==> src/hw/rtl/ced_pkg.sv <==
// package for the caret escape decoder
// character codes, escape modes and the request record passed from front to back
// no dependencies
package ced_pkg;

  localparam int CED_QUEUE_DEPTH = 2;

  localparam logic [7:0] MAX_LENGTH_RESET = 8'd255;

  localparam logic [7:0] CH_TICK       = 8'h60;
  localparam logic [7:0] CH_CARET      = 8'h5E;
  localparam logic [7:0] CH_BAR        = 8'h7C;
  localparam logic [7:0] CH_AT         = 8'h40;
  localparam logic [7:0] CH_UNDERSCORE = 8'h5F;
  localparam logic [7:0] CH_ZERO       = 8'h30;
  localparam logic [7:0] CH_NINE       = 8'h39;
  localparam logic [7:0] CH_CR         = 8'h0D;

  // second pending digit means the next digit completes the escape
  localparam logic [1:0] DIGITS_LAST_PENDING = 2'd2;

  localparam int         ADDR_W           = 3;
  localparam int         DATA_W           = 32;
  localparam logic       REG_MAX_LENGTH   = 1'b0;

  typedef enum logic [1:0] {
    MODE_PLAIN  = 2'd0,
    MODE_TICK   = 2'd1,
    MODE_CARET  = 2'd2,
    MODE_DIGITS = 2'd3
  } mode_t;

  typedef struct packed {
    logic       valid;
    logic [7:0] byte_val;
    logic       is_count;
  } res_t;

  // one decoded request: up to two results, slot0 first
  typedef struct packed {
    res_t slot0;
    res_t slot1;
  } job_t;

endpackage

==> src/hw/rtl/ced_front.sv <==
// front end: accepts characters, tracks the escape state and capacity
// builds one request of up to two results per item; uses ced_pkg
module ced_front
  import ced_pkg::*;
(
  input  logic       clk,
  input  logic       rst_n,
  input  logic       in_valid,
  input  logic [7:0] in_char_in,
  input  logic       in_end_of_string,
  input  logic [7:0] max_length,
  input  logic       q_full,
  output logic       push,
  output job_t       push_job
);

  mode_t      mode_r, mode_nxt;
  logic [7:0] digit_r, digit_nxt;
  logic [1:0] seen_r, seen_nxt;
  logic [7:0] written_r, written_nxt;

  logic       accept;
  logic       is_quoted, is_ctrl, is_dig;
  logic       plain_v;
  logic [7:0] plain_b;
  mode_t      plain_mode;
  logic [7:0] dig_new;

  logic       c0_v, c1_v;
  logic [7:0] c0, c1;
  logic       k0, k1;
  logic [7:0] bw1, bw2;

  assign accept    = in_valid && !q_full;
  assign is_quoted = in_char_in inside {CH_TICK, CH_CARET, CH_BAR};
  assign is_ctrl   = in_char_in inside {[CH_AT:CH_UNDERSCORE]};
  assign is_dig    = in_char_in inside {[CH_ZERO:CH_NINE]};
  assign plain_v   = !(in_char_in == CH_TICK || in_char_in == CH_CARET);
  assign plain_b   = (in_char_in == CH_BAR) ? CH_CR : in_char_in;
  assign plain_mode = (in_char_in == CH_TICK)  ? MODE_TICK :
                      (in_char_in == CH_CARET) ? MODE_CARET : MODE_PLAIN;
  // value * 10 + digit, wrapping at 8 bits
  assign dig_new   = {digit_r[4:0], 3'b000} + {digit_r[6:0], 1'b0} + {4'b0000, in_char_in[3:0]};

  // candidate bytes
  always_comb begin
    c0_v = 1'b0;
    c0   = '0;
    c1_v = 1'b0;
    c1   = '0;
    if (in_end_of_string) begin
      case (mode_r)
        MODE_TICK: begin
          c0_v = 1'b1;
          c0   = CH_TICK;
        end
        MODE_CARET: begin
          c0_v = 1'b1;
          c0   = CH_CARET;
        end
        MODE_DIGITS: begin
          c0_v = 1'b1;
          c0   = digit_r;
        end
        default: ;
      endcase
    end else begin
      case (mode_r)
        MODE_TICK: begin
          c0_v = 1'b1;
          if (is_quoted) begin
            c0 = in_char_in;
          end else begin
            c0   = CH_TICK;
            c1_v = plain_v;
            c1   = plain_b;
          end
        end
        MODE_CARET: begin
          if (is_ctrl) begin
            c0_v = 1'b1;
            c0   = in_char_in - CH_AT;
          end else if (!is_dig) begin
            c0_v = 1'b1;
            c0   = CH_CARET;
            c1_v = plain_v;
            c1   = plain_b;
          end
        end
        MODE_DIGITS: begin
          if (is_dig) begin
            c0_v = (seen_r == DIGITS_LAST_PENDING);
            c0   = dig_new;
          end else begin
            c0_v = 1'b1;
            c0   = digit_r;
            c1_v = plain_v;
            c1   = plain_b;
          end
        end
        default: begin
          c0_v = plain_v;
          c0   = plain_b;
        end
      endcase
    end
  end

  // capacity check, the second byte can only pass if the first did
  assign k0  = c0_v && (written_r < max_length);
  assign bw1 = written_r + {7'd0, k0};
  assign k1  = c1_v && (bw1 < max_length);
  assign bw2 = bw1 + {7'd0, k1};

  always_comb begin
    push_job.slot0.valid    = k0 || in_end_of_string;
    push_job.slot0.byte_val = k0 ? c0 : bw2;
    push_job.slot0.is_count = !k0;
    push_job.slot1.valid    = k1 || (k0 && in_end_of_string);
    push_job.slot1.byte_val = k1 ? c1 : bw2;
    push_job.slot1.is_count = !k1;
    push = accept && push_job.slot0.valid;
  end

  // escape state
  always_comb begin
    mode_nxt    = mode_r;
    digit_nxt   = digit_r;
    seen_nxt    = seen_r;
    written_nxt = written_r;
    if (accept) begin
      if (in_end_of_string) begin
        mode_nxt    = MODE_PLAIN;
        digit_nxt   = '0;
        seen_nxt    = '0;
        written_nxt = '0;
      end else begin
        written_nxt = bw2;
        case (mode_r)
          MODE_TICK: begin
            mode_nxt = is_quoted ? MODE_PLAIN : plain_mode;
          end
          MODE_CARET: begin
            if (is_ctrl) begin
              mode_nxt = MODE_PLAIN;
            end else if (is_dig) begin
              mode_nxt  = MODE_DIGITS;
              digit_nxt = {4'b0000, in_char_in[3:0]};
              seen_nxt  = 2'd1;
            end else begin
              mode_nxt = plain_mode;
            end
          end
          MODE_DIGITS: begin
            if (is_dig && seen_r != DIGITS_LAST_PENDING) begin
              digit_nxt = dig_new;
              seen_nxt  = seen_r + 2'd1;
            end else begin
              mode_nxt  = is_dig ? MODE_PLAIN : plain_mode;
              digit_nxt = '0;
              seen_nxt  = '0;
            end
          end
          default: begin
            mode_nxt = plain_mode;
          end
        endcase
      end
    end
  end

  always_ff @(posedge clk) begin
    if (!rst_n) begin
      mode_r    <= MODE_PLAIN;
      digit_r   <= '0;
      seen_r    <= '0;
      written_r <= '0;
    end else begin
      mode_r    <= mode_nxt;
      digit_r   <= digit_nxt;
      seen_r    <= seen_nxt;
      written_r <= written_nxt;
    end
  end

  a_digits_pending : assert property (@(posedge clk) disable iff (!rst_n)
    mode_r == MODE_DIGITS |-> (seen_r == 2'd1 || seen_r == 2'd2))
    else $error("digit escape pending with bad digit count");

endmodule

==> src/hw/rtl/ced_queue.sv <==
// request queue between front and back
// small circular buffer of job_t records; uses ced_pkg
module ced_queue
  import ced_pkg::*;
#(
  parameter int DEPTH = CED_QUEUE_DEPTH
) (
  input  logic clk,
  input  logic rst_n,
  input  logic push,
  input  job_t push_job,
  input  logic pop,
  output logic full,
  output logic head_valid,
  output job_t head_job
);

  localparam int PTR_W = (DEPTH > 1) ? $clog2(DEPTH) : 1;
  localparam int CNT_W = $clog2(DEPTH + 1);
  localparam logic [PTR_W-1:0] PTR_LAST = PTR_W'(DEPTH - 1);
  localparam logic [CNT_W-1:0] CNT_FULL = CNT_W'(DEPTH);

  job_t             entry_r [DEPTH];
  logic [PTR_W-1:0] wr_r, wr_nxt;
  logic [PTR_W-1:0] rd_r, rd_nxt;
  logic [CNT_W-1:0] cnt_r, cnt_nxt;

  assign full       = (cnt_r == CNT_FULL);
  assign head_valid = (cnt_r != '0);
  assign head_job   = entry_r[rd_r];

  always_comb begin
    wr_nxt  = wr_r;
    rd_nxt  = rd_r;
    cnt_nxt = cnt_r;
    if (push) begin
      wr_nxt = (wr_r == PTR_LAST) ? '0 : wr_r + PTR_W'(1);
    end
    if (pop) begin
      rd_nxt = (rd_r == PTR_LAST) ? '0 : rd_r + PTR_W'(1);
    end
    if (push && !pop) begin
      cnt_nxt = cnt_r + CNT_W'(1);
    end else if (pop && !push) begin
      cnt_nxt = cnt_r - CNT_W'(1);
    end
  end

  always_ff @(posedge clk) begin
    if (push) begin
      entry_r[wr_r] <= push_job;
    end
  end

  always_ff @(posedge clk) begin
    if (!rst_n) begin
      wr_r  <= '0;
      rd_r  <= '0;
      cnt_r <= '0;
    end else begin
      wr_r  <= wr_nxt;
      rd_r  <= rd_nxt;
      cnt_r <= cnt_nxt;
    end
  end

  a_no_overflow : assert property (@(posedge clk) disable iff (!rst_n)
    push |-> !full)
    else $error("request queue written while full");

  a_no_underflow : assert property (@(posedge clk) disable iff (!rst_n)
    pop |-> head_valid)
    else $error("request queue read while empty");

endmodule

==> src/hw/rtl/ced_back.sv <==
// back end: drains queued requests into the output register, one result per cycle
// while out_stall is low; uses ced_pkg
module ced_back
  import ced_pkg::*;
(
  input  logic       clk,
  input  logic       rst_n,
  input  logic       head_valid,
  input  job_t       head_job,
  output logic       pop,
  output logic       out_valid,
  input  logic       out_stall,
  output logic [7:0] out_byte_out,
  output logic       out_is_count,
  output logic       out_last
);

  logic       sel_r, sel_nxt;
  logic       valid_r, valid_nxt;
  logic [7:0] byte_r;
  logic       count_r;
  logic       load;
  res_t       cur;

  assign load = head_valid && (!valid_r || !out_stall);
  assign cur  = sel_r ? head_job.slot1 : head_job.slot0;
  assign pop  = load && (sel_r || !head_job.slot1.valid);

  always_comb begin
    sel_nxt   = sel_r;
    valid_nxt = valid_r;
    if (load) begin
      sel_nxt   = !pop;
      valid_nxt = 1'b1;
    end else if (!out_stall) begin
      valid_nxt = 1'b0;
    end
  end

  always_ff @(posedge clk) begin
    if (!rst_n) begin
      sel_r   <= 1'b0;
      valid_r <= 1'b0;
    end else begin
      sel_r   <= sel_nxt;
      valid_r <= valid_nxt;
    end
  end

  always_ff @(posedge clk) begin
    if (load) begin
      byte_r  <= cur.byte_val;
      count_r <= cur.is_count;
    end
  end

  assign out_valid    = valid_r;
  assign out_byte_out = byte_r;
  assign out_is_count = count_r;
  assign out_last     = count_r;

  a_second_slot : assert property (@(posedge clk) disable iff (!rst_n)
    sel_r |-> (head_valid && head_job.slot1.valid))
    else $error("second result selected without a pending second slot");

endmodule

==> src/hw/rtl/caret_escape_decoder_unit.sv <==
// caret escape decoder, top level: front, request queue, back and register port
// depends on ced_pkg, ced_front, ced_queue, ced_back
//
//   channel  direction  handshake            payload
//   in_      input      in_valid / in_stall  in_char_in, in_end_of_string
//   out_     output     out_valid/out_stall  out_byte_out, out_is_count, out_last
//   cfg      input      psel/penable/pready  paddr, pwdata, prdata (max_length)
//
// one character accepted per cycle while the request queue has room
// one result per cycle leaves the output register while out_stall is low, slot0
// first; requests are registered in the queue, then results in the output register
// synchronous active-low reset clears the escape state and queue, max_length to 255
// out_stall holds the output register; in_stall rises only when the queue is full
module caret_escape_decoder_unit
  import ced_pkg::*;
#(
  parameter int QUEUE_DEPTH = CED_QUEUE_DEPTH
) (
  input  logic              clk,
  input  logic              rst_n,
  input  logic              in_valid,
  output logic              in_stall,
  input  logic [7:0]        in_char_in,
  input  logic              in_end_of_string,
  output logic              out_valid,
  input  logic              out_stall,
  output logic [7:0]        out_byte_out,
  output logic              out_is_count,
  output logic              out_last,
  input  logic              psel,
  input  logic              penable,
  input  logic              pwrite,
  input  logic [ADDR_W-1:0] paddr,
  input  logic [DATA_W-1:0] pwdata,
  output logic [DATA_W-1:0] prdata,
  output logic              pready
);

  logic [7:0] max_length_r;
  logic       q_full;
  logic       push;
  job_t       push_job;
  logic       pop;
  logic       head_valid;
  job_t       head_job;

  assign pready = 1'b1;

  always_ff @(posedge clk) begin
    if (!rst_n) begin
      max_length_r <= MAX_LENGTH_RESET;
    end else if (psel && penable && pwrite && pready && paddr[2] == REG_MAX_LENGTH) begin
      max_length_r <= pwdata[7:0];
    end
  end

  assign prdata = (paddr[2] == REG_MAX_LENGTH) ? {{(DATA_W-8){1'b0}}, max_length_r} : '0;

  assign in_stall = q_full;

  ced_front u_front (
    .clk             (clk),
    .rst_n           (rst_n),
    .in_valid        (in_valid),
    .in_char_in      (in_char_in),
    .in_end_of_string(in_end_of_string),
    .max_length      (max_length_r),
    .q_full          (q_full),
    .push            (push),
    .push_job        (push_job)
  );

  ced_queue #(
    .DEPTH(QUEUE_DEPTH)
  ) u_queue (
    .clk       (clk),
    .rst_n     (rst_n),
    .push      (push),
    .push_job  (push_job),
    .pop       (pop),
    .full      (q_full),
    .head_valid(head_valid),
    .head_job  (head_job)
  );

  ced_back u_back (
    .clk         (clk),
    .rst_n       (rst_n),
    .head_valid  (head_valid),
    .head_job    (head_job),
    .pop         (pop),
    .out_valid   (out_valid),
    .out_stall   (out_stall),
    .out_byte_out(out_byte_out),
    .out_is_count(out_is_count),
    .out_last    (out_last)
  );

endmodule

==> config.mk <==
export PLATFORM = sky130hd
export DESIGN_NAME = caret_escape_decoder_unit
export DESIGN_NICKNAME = d
export VERILOG_FILES = /design/src/hw/rtl/ced_pkg.sv /design/src/hw/rtl/ced_front.sv /design/src/hw/rtl/ced_queue.sv /design/src/hw/rtl/ced_back.sv /design/src/hw/rtl/caret_escape_decoder_unit.sv
export SDC_FILE = /design/constraint.sdc
export NUM_CORES = 1
export LEC_CHECK = 0
export ABC_AREA = 1
export BUFFER_PORTS_ARGS = -buffer_cell sky130_fd_sc_hd__clkbuf_2
export CAP_MARGIN = 20
export CORE_MARGIN = 2
export CORE_UTILIZATION = 45
export DETAILED_ROUTE_END_ITERATION = 10
export GPL_TIMING_DRIVEN = 0
export MAX_ROUTING_LAYER = met4
export PLACE_DENSITY_LB_ADDON = 0.25
export SLEW_MARGIN = 10
export SYNTH_ARGS = -nofsm -noshare
export SYNTH_HDL_FRONTEND = slang
export SYNTH_SLANG_ARGS = --single-unit
==> constraint.sdc <==
create_clock -name clk -period 5.5 [get_ports clk]
set_clock_uncertainty 0.05 [all_clocks]
set_input_delay 0 -clock clk [delete_from_list [all_inputs] [get_ports clk]]
set_output_delay 0 -clock clk [all_outputs]
set_load 0.05 [all_outputs]
==> impl_metrics.json, run 1 <==
{
  "hp-class": "input pin to flip-flop",
  "swShare": 0.394,
  "finalSetupViolations": 0,
  "worstSetupEndpointType": "flip-flop",
  "yosysTopAreaCellShare": 0.266,
  "slew_violations": 0,
  "p_comb_frac": 0.340,
  "final_nets": 852,
  "slowest_stage": "dfxtp_1",
  "status": "completed",
  "finalCritPeriodShare": 0.930,
  "drc": 0,
  "p_clk_frac": 0.270,
  "powerDensity_nw_per_um2": 337,
  "async_reset_ff_frac": 0,
  "insertion_delay_ns": 0.34,
  "relSlewSlack": 0.436,
  "postSynthAreaPerCell_um2": 7.86,
  "rsz0062_at_grt": "false",
  "crit_path_start": "max_length_r[1]$_SDFFE_PN1P_",
  "seq_power_share": 0.390,
  "utilization": 0.546,
  "avgViaCountPerCell": 5.15,
  "hold_viol_final": 0,
  "intPower_w": 0.00128,
  "core_um2": 11500,
  "grt_pass1_wl_um": 22600,
  "critPathLaunchType": "flip-flop",
  "worstPathRequired_ns": 5.53,
  "wire_per_inst_um": 14.7,
  "grt_use_total": 0.227,
  "die_y_um": 113,
  "seq_area_um2": 2110,
  "max_stage_delay_ns": 0.32,
  "peakVddDrop_mv": 0.331,
  "dieArea_um2": 12700,
  "routed_wl_um": 13400,
  "worstReg2RegStart": "max_length_r[1]$_SDFFE_PN1P_",
  "ys.flop_type": "edfxtp_1",
  "dieWidth_um": 113,
  "start_util": 0.463,
  "antenna_found_initial": 0,
  "cts_root_buffer": "clkbuf_16",
  "ys_warn_count": 0,
  "maxCapViolCount": 0,
  "io_pins": 96,
  "drtAntennaViolNets": 0,
  "dp_cells": 882,
  "numPortBuffers": 40,
  "critPathMaxFanout": 11,
  "synth_top_area_cell": "edfxtp_1",
  "leakagePower_nw": 2.89,
  "worstSetupPathType": "flip-flop to flip-flop",
  "drive_gt1_frac": 0.186,
  "grt_pass1_vias": 4586,
  "grt_max_degree": 20,
  "synth_edf_count": 47,
  "n_fill_cell": 1068,
  "synthTopCellsByArea": "edfxtp_1 (27%), dfxtp_1 (13%), nand2_1 (10%)",
  "stdcell_area_um2": 6260,
  "num_rows": 39,
  "place_congestion": 0.956,
  "fin_cells": 913,
  "synthCells": 675,
  "power_w": 0.00211,
  "cts_tree": "done",
  "drt-pass1-iter-count": 7,
  "crit_path_frequent_cell": "nand2_1",
  "num_vias": 4702,
  "htreeDepth": 3,
  "placed_area_um2": 5790,
  "finalCriticalPeriod_ns": 5.12,
  "synth.most_common_cell": "nand2_1",
  "worstPathArrival_ns": 5.15,
  "fin_tns_setup_ns": 0,
  "antennaDiodeCount": 0,
  "area_growth_syn_to_layout_pct": 17.9,
  "hpwl_um": 10200,
  "tightest_slew_ns": 0.841,
  "synth_area_um2": 5310,
  "clk_pin_slew_ns": 0.07,
  "cts.sinks": 82,
  "ys_ff_latch": 82,
  "ys_seq_area_frac": 0.398,
  "overflow": 0,
  "cts_buffers": 9,
  "synth_common_cells": "nand2_1 (144), nor2_1 (80), inv_1 (77), edfxtp_1 (47), o21ai_0 (47)",
  "cts_buffer_depth": 2,
  "multiInputGateArea_um2": 2740,
  "max_freq_mhz": 195,
  "hp-start": "penable",
  "switching_power_w": 0.000829,
  "drtIter0Drc": 357,
  "yosysUniqueCellTypes": 42
}
-- area by class of cell --
class,instances,share of cell area
Clock buffer,10,0.0366
Timing Repair Buffer,56,0.0564
Inverter,79,0.0478
Multi-Input combinational cell,493,0.437
Clock inverter,6,0.00780
Buffer,44,0.0480
Sequential cell,82,0.338
Tap cell,143,0.0286
-- timing repair --
| action | in CTS | in global routing |
|---|---|---|
| pin swaps | 0 | 3 |
| hold endpoints to repair | 16 | 0 |
| endpoints found under the setup margin | 6 | 24 |
| resized for setup | 1 | 13 |
| hold buffers | 10 | 0 |
| setup buffers | 0 | 5 |
-- cell usage in the layout (no fill, tap or decap), types with 21 or more instances in the layout --
cell type / netlist / final
nand2_1: 144 / 144
inv_1: 77 / 76
nor2_1: 80 / 76
o21ai_0: 47 / 47
edfxtp_1: 47 / 47
clkbuf_2: 0 / 40
a21oi_1: 39 / 38
buf_4: 31 / 36
dfxtp_1: 35 / 34
ha_1: 34 / 33
conb_1: 2 / 25
nand3_1: 22 / 21
-- routing by layer --
layer  up-vias  track usage  share of wire
met2       152        0.378           0.48
li1       2375            -              -
met5         -            -              0
met3        22       0.0346          0.051
met4         0       0.0602          0.016
met1      2153        0.290           0.45
-- state kept, by name (all words and copies together) (netlist names), named ones only --
name,flops
u_front.digit_r,8
u_front.seen_r,2
u_back.out_byte_out,8
u_queue.cnt_r,2
u_queue.wr_r,1
u_back.out_valid,1
u_queue.entry_r,38
u_back.out_is_count,1
max_length_r,8
u_front.mode_r,2
u_back.sel_r,1
u_front.written_r,8
u_queue.rd_r,1
-- power by group through the flow --
stage               combinational (W)  clock, W  sequential [W]
detailed placement           0.000709         0        0.000836
floorplan                    0.000402         0        0.000960
finish                       0.000716  0.000569        0.000822
global placement             0.000685         0        0.000835
global route                 0.000780  0.000606        0.000831
CTS                          0.000715  0.000582        0.000824
-- worst max-delay path: cells and delay by family, from the launching register on --
family                   cells  cell delay (ns)
adder cells (fa/ha/maj)      6             1.28
XOR/XNOR                     2             0.38
AND/OR/NAND/NOR             18             1.68
AO/OA/AOI/OAI                3             0.50
buffers and inverters        5             0.60
flip-flops                   1             0.32
-- final timing paths --
path	end	slack (ns)	cells after the start
worst max-delay path	u_queue.entry_r[1][7]$_DFFE_PP_	0.38	34
worst min register to register	u_front.seen_r[1]$_SDFFE_PN0P_	0.40	2
worst max register to register	u_queue.entry_r[1][7]$_DFFE_PP_	0.38	34
worst min-delay path	max_length_r[7]$_SDFFE_PN1P_	0.05	5
-- cell families (layout without fill, tap and decap cells) --
family	Yosys count	count (layout)	synth area share
AND/OR/NAND/NOR	291	291	0.241
AO/OA/AOI/OAI	131	131	0.141
buffers and inverters	123	195	0.112
flip-flops	82	82	0.398
adder cells (fa/ha/maj)	36	36	0.0877
XOR/XNOR	10	10	0.0179
other	2	25	0.00142
-- through the flow --
stage,setup WS (ns),hold slack (ns)
after CTS,0.0357,0.0348
after global routing,0.0132,0.0739
after global placement,0.164,0.168
after floorplan,0.927,0.0804
final,0.383,0.0475
after detailed placement,0.0356,0.179
Note: power is estimated with default switching activity, not from simulation.
==> inputs of run 2 (changes only) <==
--- a/config.mk
+++ b/config.mk
@@ -6,13 +6,13 @@
 export NUM_CORES = 1
 export LEC_CHECK = 0
 export ABC_AREA = 1
+export ABC_CLOCK_PERIOD_IN_PS = 5500
 export BUFFER_PORTS_ARGS = -buffer_cell sky130_fd_sc_hd__clkbuf_2
 export CAP_MARGIN = 20
 export CORE_MARGIN = 2
 export CORE_UTILIZATION = 45
 export DETAILED_ROUTE_END_ITERATION = 10
 export GPL_TIMING_DRIVEN = 0
-export MAX_ROUTING_LAYER = met4
 export PLACE_DENSITY_LB_ADDON = 0.25
 export SLEW_MARGIN = 10
 export SYNTH_ARGS = -nofsm -noshare
==> impl_metrics.json, run 2 (same netlist as run 1, synthesis figures left out) <==
{
  "status": "completed",
  "drc": 0,
  "io_pins": 96,
  "grt_use_total": 0.218,
  "grt_pass1_wl_um": 22100,
  "hpwl_um": 10200,
  "cts_tree": "done",
  "powerDensity_nw_per_um2": 351,
  "finalCritPeriodShare": 0.929,
  "dp_cells": 882,
  "slowest_stage": "dfxtp_1",
  "finalSetupViolations": 0,
  "drive_gt1_frac": 0.173,
  "relSlewSlack": 0.431,
  "overflow": 0,
  "cts_buffers": 9,
  "route.met2.wl_um": 6590,
  "cts.sinks": 82,
  "hold_ws_ns": 0.0654,
  "fin_ws_ns": 0.389,
  "dieArea_um2": 12700,
  "num_vias": 4718,
  "final_nets": 850,
  "wirelength_met1_um": 6090,
  "fin_tns_setup_ns": 0,
  "max_flop_register": "u_queue.entry_r",
  "worstPathArrival_ns": 5.14,
  "maxCapViolCount": 0,
  "largest_reg_flops": 38,
  "worstSetupPathType": "flip-flop to flip-flop",
  "tightest_slew_ns": 0.847,
  "final_cell_mix": "nand2_1 (144), nor2_1 (78), inv_1 (76)",
  "cts_root_buffer": "clkbuf_16",
  "drt-pass1-iter-count": 5,
  "grt_max_degree": 20,
  "grt_pass1_vias": 4468,
  "critPathMaxFanout": 11,
  "avgViaCountPerCell": 5.18,
  "drtIter0Drc": 374,
  "antennaDiodeCount": 0,
  "slew_violations": 0,
  "start_util": 0.463,
  "peakVddDrop_mv": 0.364,
  "final_common_cell": "nand2_1",
  "numPortBuffers": 40,
  "wire_per_inst_um": 14.9,
  "place_congestion": 0.949,
  "finalCriticalPeriod_ns": 5.11,
  "insertion_delay_ns": 0.34,
  "die_y_um": 113,
  "max_stage_delay_ns": 0.45,
  "leakagePower_nw": 2.91,
  "antenna_found_initial": 0,
  "crit_path_frequent_cell": "nand2_1",
  "cts_buffer_depth": 2,
  "rsz0062_at_grt": "false",
  "area_growth_syn_to_layout_pct": 17.7,
  "dp_slack_ns": 0.0267,
  "hp-class": "input pin to flip-flop",
  "highest_layer": "met4",
  "dieWidth_um": 113,
  "routed_wl_um": 13600,
  "clk_pin_slew_ns": 0.06,
  "critPathLaunchType": "flip-flop",
  "dr_wl_met3_um": 717,
  "drtAntennaViolNets": 0,
  "worstSetupEndpointType": "flip-flop",
  "path_buf_inv": 5,
  "crit_family": "simple AND/OR/NAND/NOR gates",
  "max_freq_mhz": 196,
  "placed_area_um2": 5790,
  "hold_viol_final": 0,
  "stdcell_area_um2": 6250,
  "htreeDepth": 3,
  "fin_cells": 911,
  "core_um2": 11500,
  "worstPathRequired_ns": 5.53,
  "num_rows": 39
}
[run 2: changes by cell type in the layout (fill, tap and decap cells not counted), moves of 2 or more]
cell        delta
nor2_2         -2
bufinv_16      +2
nor2_1         +2
clkinvlp_4     -2
clkinv_4       +2
buf_4          -2
[run 2: final timing paths]
path	startpoint	end	slack [ns]	cells past startpoint
max	u_front.written_r[2]$_SDFFE_PN0P_	u_queue.entry_r[0][7]$_DFFE_PP_	0.39	33
min reg2reg	u_front.seen_r[1]$_SDFFE_PN0P_	u_front.seen_r[1]$_SDFFE_PN0P_	0.41	2
min	penable	max_length_r[6]$_SDFFE_PN1P_	0.07	5
max reg2reg	u_front.written_r[2]$_SDFFE_PN0P_	u_queue.entry_r[0][7]$_DFFE_PP_	0.39	33
[run 2: final cells by class]
cell class | instances | area [um^2]
well taps | 143 | 179
clock inverters | 6 | 91.3
repair buffers | 54 | 338
plain buffers | 44 | 300
fillers | 1070 | 5220
multi-input cells | 493 | 2700
flip-flops and latches | 82 | 2110
clock buffers | 10 | 229
inverters | 79 | 299
[run 2: routing by layer]
layer | vias up | GRT usage
met2 | 142 | 0.377
met5 | - | 0
li1 | 2367 | -
met3 | 15 | 0.0448
met4 | 0 | 0.0561
met1 | 2194 | 0.278
[run 2: power breakdown]
group / internal, W / switching, W
Combinational: 0.000190 / 0.000533
Clock: 0.000400 / 0.000248
Sequential: 0.000777 / 0.0000475
Total: 0.00137 / 0.000828
[run 2: through the flow]
| stage | power, W | util |
|---|---|---|
| after floorplan | 0.00136 | - |
| after global placement | 0.00152 | 0.503 |
| after detailed placement | 0.00155 | 0.505 |
| after CTS | 0.00220 | 0.542 |
| after global routing | 0.00229 | 0.545 |
| final | 0.00219 | 0.545 |
[run 2: timing repair]
item | in CTS | in global routing
pin swaps | 1 | 0
hold endpoints to repair | 15 | 0
endpoints found under the setup margin | 2 | 14
hold buffers | 10 | 0
gates cloned | 0 | 0
buffers inserted | 1 | 2
gates resized for setup | 0 | 5
[run 2: worst reg2reg max path, delay by kind of cell (launching register included)]
family,cells,cell delay (ns)
and+or+nand+nor,17,1.61
adders and majority gates,6,1.30
buffers and inverters,5,0.53
AOI/OAI and AO/OA,3,0.51
DFF,1,0.45
xor gates and xnor gates,2,0.42
